===== config.mk =====
export PLATFORM = sky130hd
export DESIGN_NAME = rc4_ram
export DESIGN_NICKNAME = d
export VERILOG_FILES = /design/src/rtl/rc4_ram.sv
export SDC_FILE = /design/constraint.sdc
export NUM_CORES = 2
export LEC_CHECK = 0
export BUFFER_PORTS_ARGS = -buffer_cell sky130_fd_sc_hd__buf_2
export CORE_UTILIZATION = 40
export CTS_BUF_LIST = sky130_fd_sc_hd__clkbuf_16
export DETAILED_ROUTE_END_ITERATION = 10
export HOLD_SLACK_MARGIN = 0.08
export PLACE_DENSITY_LB_ADDON = 0.25
export SYNTH_ARGS = -nofsm -noshare
export SYNTH_HDL_FRONTEND = slang
export SYNTH_SLANG_ARGS = --single-unit
export TNS_END_PERCENT = 5

===== constraint.sdc =====
create_clock -name clk -period 4.7 [get_ports clk]
set_input_delay 0.47 -clock clk [delete_from_list [all_inputs] [get_ports clk]]
set_output_delay 0.47 -clock clk [all_outputs]
set_load 0.005 [all_outputs]

===== src/rtl/rc4_ram.sv =====
// Generic single-write, single-read RAM with registered read data.
module rc4_ram #(
    parameter int WIDTH = 8,
    parameter int DEPTH = 256,
    localparam int AW = (DEPTH > 1) ? $clog2(DEPTH) : 1
) (
    input  logic             clk,
    input  logic             we,
    input  logic [AW-1:0]    waddr,
    input  logic [WIDTH-1:0] wdata,
    input  logic [AW-1:0]    raddr,
    output logic [WIDTH-1:0] rdata
);

    logic [WIDTH-1:0] mem [DEPTH];

    // read-first: a same-cycle write to raddr returns the old word
    always_ff @(posedge clk)
    begin
        if (we)
        begin
            mem[waddr] <= wdata;
        end
        rdata <= mem[raddr];
    end

endmodule


; Yosys cells after proc, flatten, opt, wreduce, memory -nomap -nowiden
; Memory sizes are Yosys's and may differ from the RTL's. A register that Yosys moved wholly into a read port is not among the register bits.
; Cells that the tools add are included.
[word_totals]
n_memories = 1
mem_bits_rw = 2048
word_cells = 3
regBits = 0
in_bits = 26
out_inout_bits = 8
[memory_table]
columns = name, words, word_bits, rd, rd_ports_with_merged_regs, wr, line_no
row1 = mem, 256, 8, 1, 1, 1, 15  ; logic [WIDTH-1:0] mem [DEPTH];
[op_classes]
muxes = 2
[op_table]
columns = op, n
row1 = $mux W1, 2

; Logic depth before layout (Yosys ltp)
[depth]
depth_word = 2
ltp_mapped = 11
depth_no_buf = 6

; Least setup slack after synthesis
; No wires, ideal clock.
[synth_path]
kind = input-to-reg
from = in raddr[0]
to = reg rdata[2] (read register of mem)
cell_stages = 9
t_arrival_ns = 2.277
path_buffers = 4
t_required_ns = 4.569
slack_ns = 2.292
setup_ns = 0.131
path_cell_list = buf_6 buf_12 buf_8 buf_2 mux4_2 a22oi_1 a21oi_1 nor4_1 nor4_2
[synth_rtl]
columns = element, line_no
row1 = start: declaration, 11  ; input logic [AW-1:0] raddr,
row2 = end: declaration, 12  ; output logic [WIDTH-1:0] rdata

==> summary.txt <==
Place
  – Placed cells: ~6300
  – Detailed Place HPWL: 126000 um
  – Routability cong.: around 0.83
  – Port-buffer cells: 33

Floorplan
  – Die H: roughly 450 um
  – Ports: 34
  – Core area: slightly below 200000 sq um
  – DIE WIDTH: approximately 450 um
  – Cell row count: about 160
  – Die area: roughly 200000 sq um
  – Initial Utilization: 0.403

CTS
  – Postcts setup bufs: 0
  – CTS buffer count: between 200 and 250
  – CTS clk-pin slew, worst paths: roughly 0.060 ns
  – Clock latency on the worst-skew pair: between 0.8 and 0.9 ns
  – Max clock buf depth: 3
  – H-tree depth: 4
  – CTS Sinks: ~2100
  – Root Driver: clkbuf_16
  – CTS tree: built

Route
  – 1st-iter DRT viols: 4511
  – Final WL: just over 200000 um
  – Via/cell ratio: 5.74
  – Detailed-route via count: ~39000
  – Final ANT Viol Nets: 0
  – DRC: 0
  – Wirelength per Cell: a little over 30 um
  – Drt first pass iters: 6

Global route
  – Initial antenna violation count: 21
  – GRT Total Usage: 0.205
  – Vias in the first global route: 38953
  – Most utilized layer in the global route result: met2
  – GR Util met1: 0.293
  – Met3 usage: 0.0323
  – Global-route wire length before repair: 293000 um
  – Largest net degree at the start of global routing: ~150
  – Met2 Resource Use GR: 0.330
  – Grt ovf: 0

Logic synthesis
  – Post-Syn Nets: about 3800
  – Yosys cell types: 55
  – Largest cells by area after synthesis: edfxtp_1 77%, mux4_2 13%, mux2i_1 1.7%
  – Synth Area per Inst: 21.3 sq um
  – Synthesis-stage register bit count: 2056
  – Dominant synthesized flop cell: edfxtp_1
  – Post-synth top cells: 2048 x edfxtp_1, 454 x mux4_2, 282 x nor2_1
  – YS warnings: 0
  – Synth top area share: 0.773
  – Post-synth top area cell: edfxtp_1
  – Top-count cell post-synth: edfxtp_1
  – FFs w/ async S/R, synth: 0
  – Post-synth EDFFs: between 2000 and 2500
  – Post-Synthesis Cell Area: 79600 sq um
  – Post-Synthesis Cells: 3733
  – Post-synthesis sequential area ratio: 0.775

STA
  – Pins Over Slew Limit: 0
  – Setup Skew: roughly 0.072 ns
  – Final Cycle Share: 0.720
  – Rel. slew slack: 0.0644
  – Setup TNS: 0 ns
  – Worst-Margin Slew: 1.39 ns
  – Hold Fails Final Rpt: 0
  – Fmax: between 200 and 300 MHz
  – Worst hold slack: between 0.09 and 0.1 ns
  – Setup violators final: 0
  – RSZ-0062 raised after global routing: false
  – Clock period minus worst slack: between 3 and 4 ns

Setup path
  – Cell family with most CP delay: simple AND/OR/NAND/NOR gates
  – Crit path buffers/inverters: 2
  – Worst setup SP type: input pin
  – Crit-path slowest cell: nor3_1
  – CP peak stage delay: 1.08 ns
  – CP startpoint: raddr[0]
  – Crit path required time: 5.34 ns
  – CP arrival: roughly 4.0 ns
  – Critical Path Fanout Max: between 40 and 50
  – Reg2reg start: mem[83][3]$_DFFE_PP_
  – Worst Setup End Kind: flop
  – Classification of the worst setup path: input pin to flop
  – CP cell instances: buf_8 -> buf_4 -> mux4_2 -> a22o_1 -> a221oi_1 -> o32ai_1 -> nor3_1 -> nor4_1

Final layout
  – Area delta synth->final: 13.2%
  – Share of layout cells above drive strength 1: 0.238
  – Post-layout util: 0.456
  – Layout Nets: 3943
  – Non-filler cells in the finished layout: about 6700

Run
  – Maxcap violations: 0

Pwr
  – VDD IR max: ~0.34 mV
  – Pwr dens: about 420 nW/um^2
  – Leakage: between 20 and 30 nW

Hold path
  – HP Class: input pin to flop
  – Min-delay src: wdata[4]

Run status
  – Status: completed
-- logic make-up after synthesis --
kind of cell           Yosys count  synth area share
AOI/OAI and AO/OA              385            0.0342
buffers and inverters          235            0.0183
DFF                           2056             0.775
muxes                          591             0.146
and+or+nand+nor                466            0.0263
-- sequential cells by signal, summed over array words and instances (netlist names) --
name / cells
mem: 2048
rdata: 8
-- repair_timing --
action	CTS	global route
hold endpoints to repair	52	0
hold buffers	1	0
gates resized for setup	0	0
-- placed cells by master, fill, tap and decap left out, types with 21 or more instances in the layout --
master and instances:
nor4_1 21, nand2_1 32, clkinv_2 32, buf_2 22, nor2b_1 28, mux2i_1 134
nor2_1 279, o22ai_1 28, o221ai_1 46, nor3_1 22, buf_4 152, nand3_1 30
clkinv_1 48, clkbuf_16 205, edfxtp_1 2048, mux4_2 454, buf_12 26, a21oi_1 96
inv_1 52, a22oi_1 133
-- worst paths after layout --
| kind | cells past startpoint | end | slack [ns] |
|---|---|---|---|
| worst max-delay path | 8 | rdata[5]$_DFF_P_ | 1.31 |
| worst min-delay path | 1 | mem[98][4]$_DFFE_PP_ | 0.09 |
| worst max register to register | 6 | rdata[3]$_DFF_P_ | 1.49 |
| worst min register to register | 5 | rdata[6]$_DFF_P_ | 1.10 |
-- metrics by stage --
step	total power [W]	area, sq um	worst slack [ns]
global placement	0.0225	83400	0.355
CTS	0.0384	90000	1.27
global route	0.0392	90100	1.21
detailed placement	0.0225	83400	0.397
floorplan	0.0216	79600	2.29
finish	0.0382	90100	1.31
-- report_power, final --
| group | switching (W) | total (W) | internal (W) |
|---|---|---|---|
| Sequential | 0.0000363 | 0.0202 | 0.0202 |
| Clock | 0.00714 | 0.0161 | 0.00891 |
| Combinational | 0.00123 | 0.00187 | 0.000644 |
-- final cells by class --
class	instances	area, sq um
Fill cell	16650	107000
Sequential cell	2056	61700
Multi-Input combinational cell	1442	16500
Clock buffer	205	5130
Tap cell	2640	3300
Timing Repair Buffer	211	1930
Clock inverter	175	1490
Antenna cell	6	15.0
Inverter	2	7.51
-- layer usage --
layer | part of all wire | vias up
li1 | - | 16101
met1 | 0.42 | 20841
met2 | 0.49 | 1461
met3 | 0.069 | 290
met4 | 0.025 | 4
met5 | 0.00013 | -
Note: power is estimated with default switching activity, not from simulation.
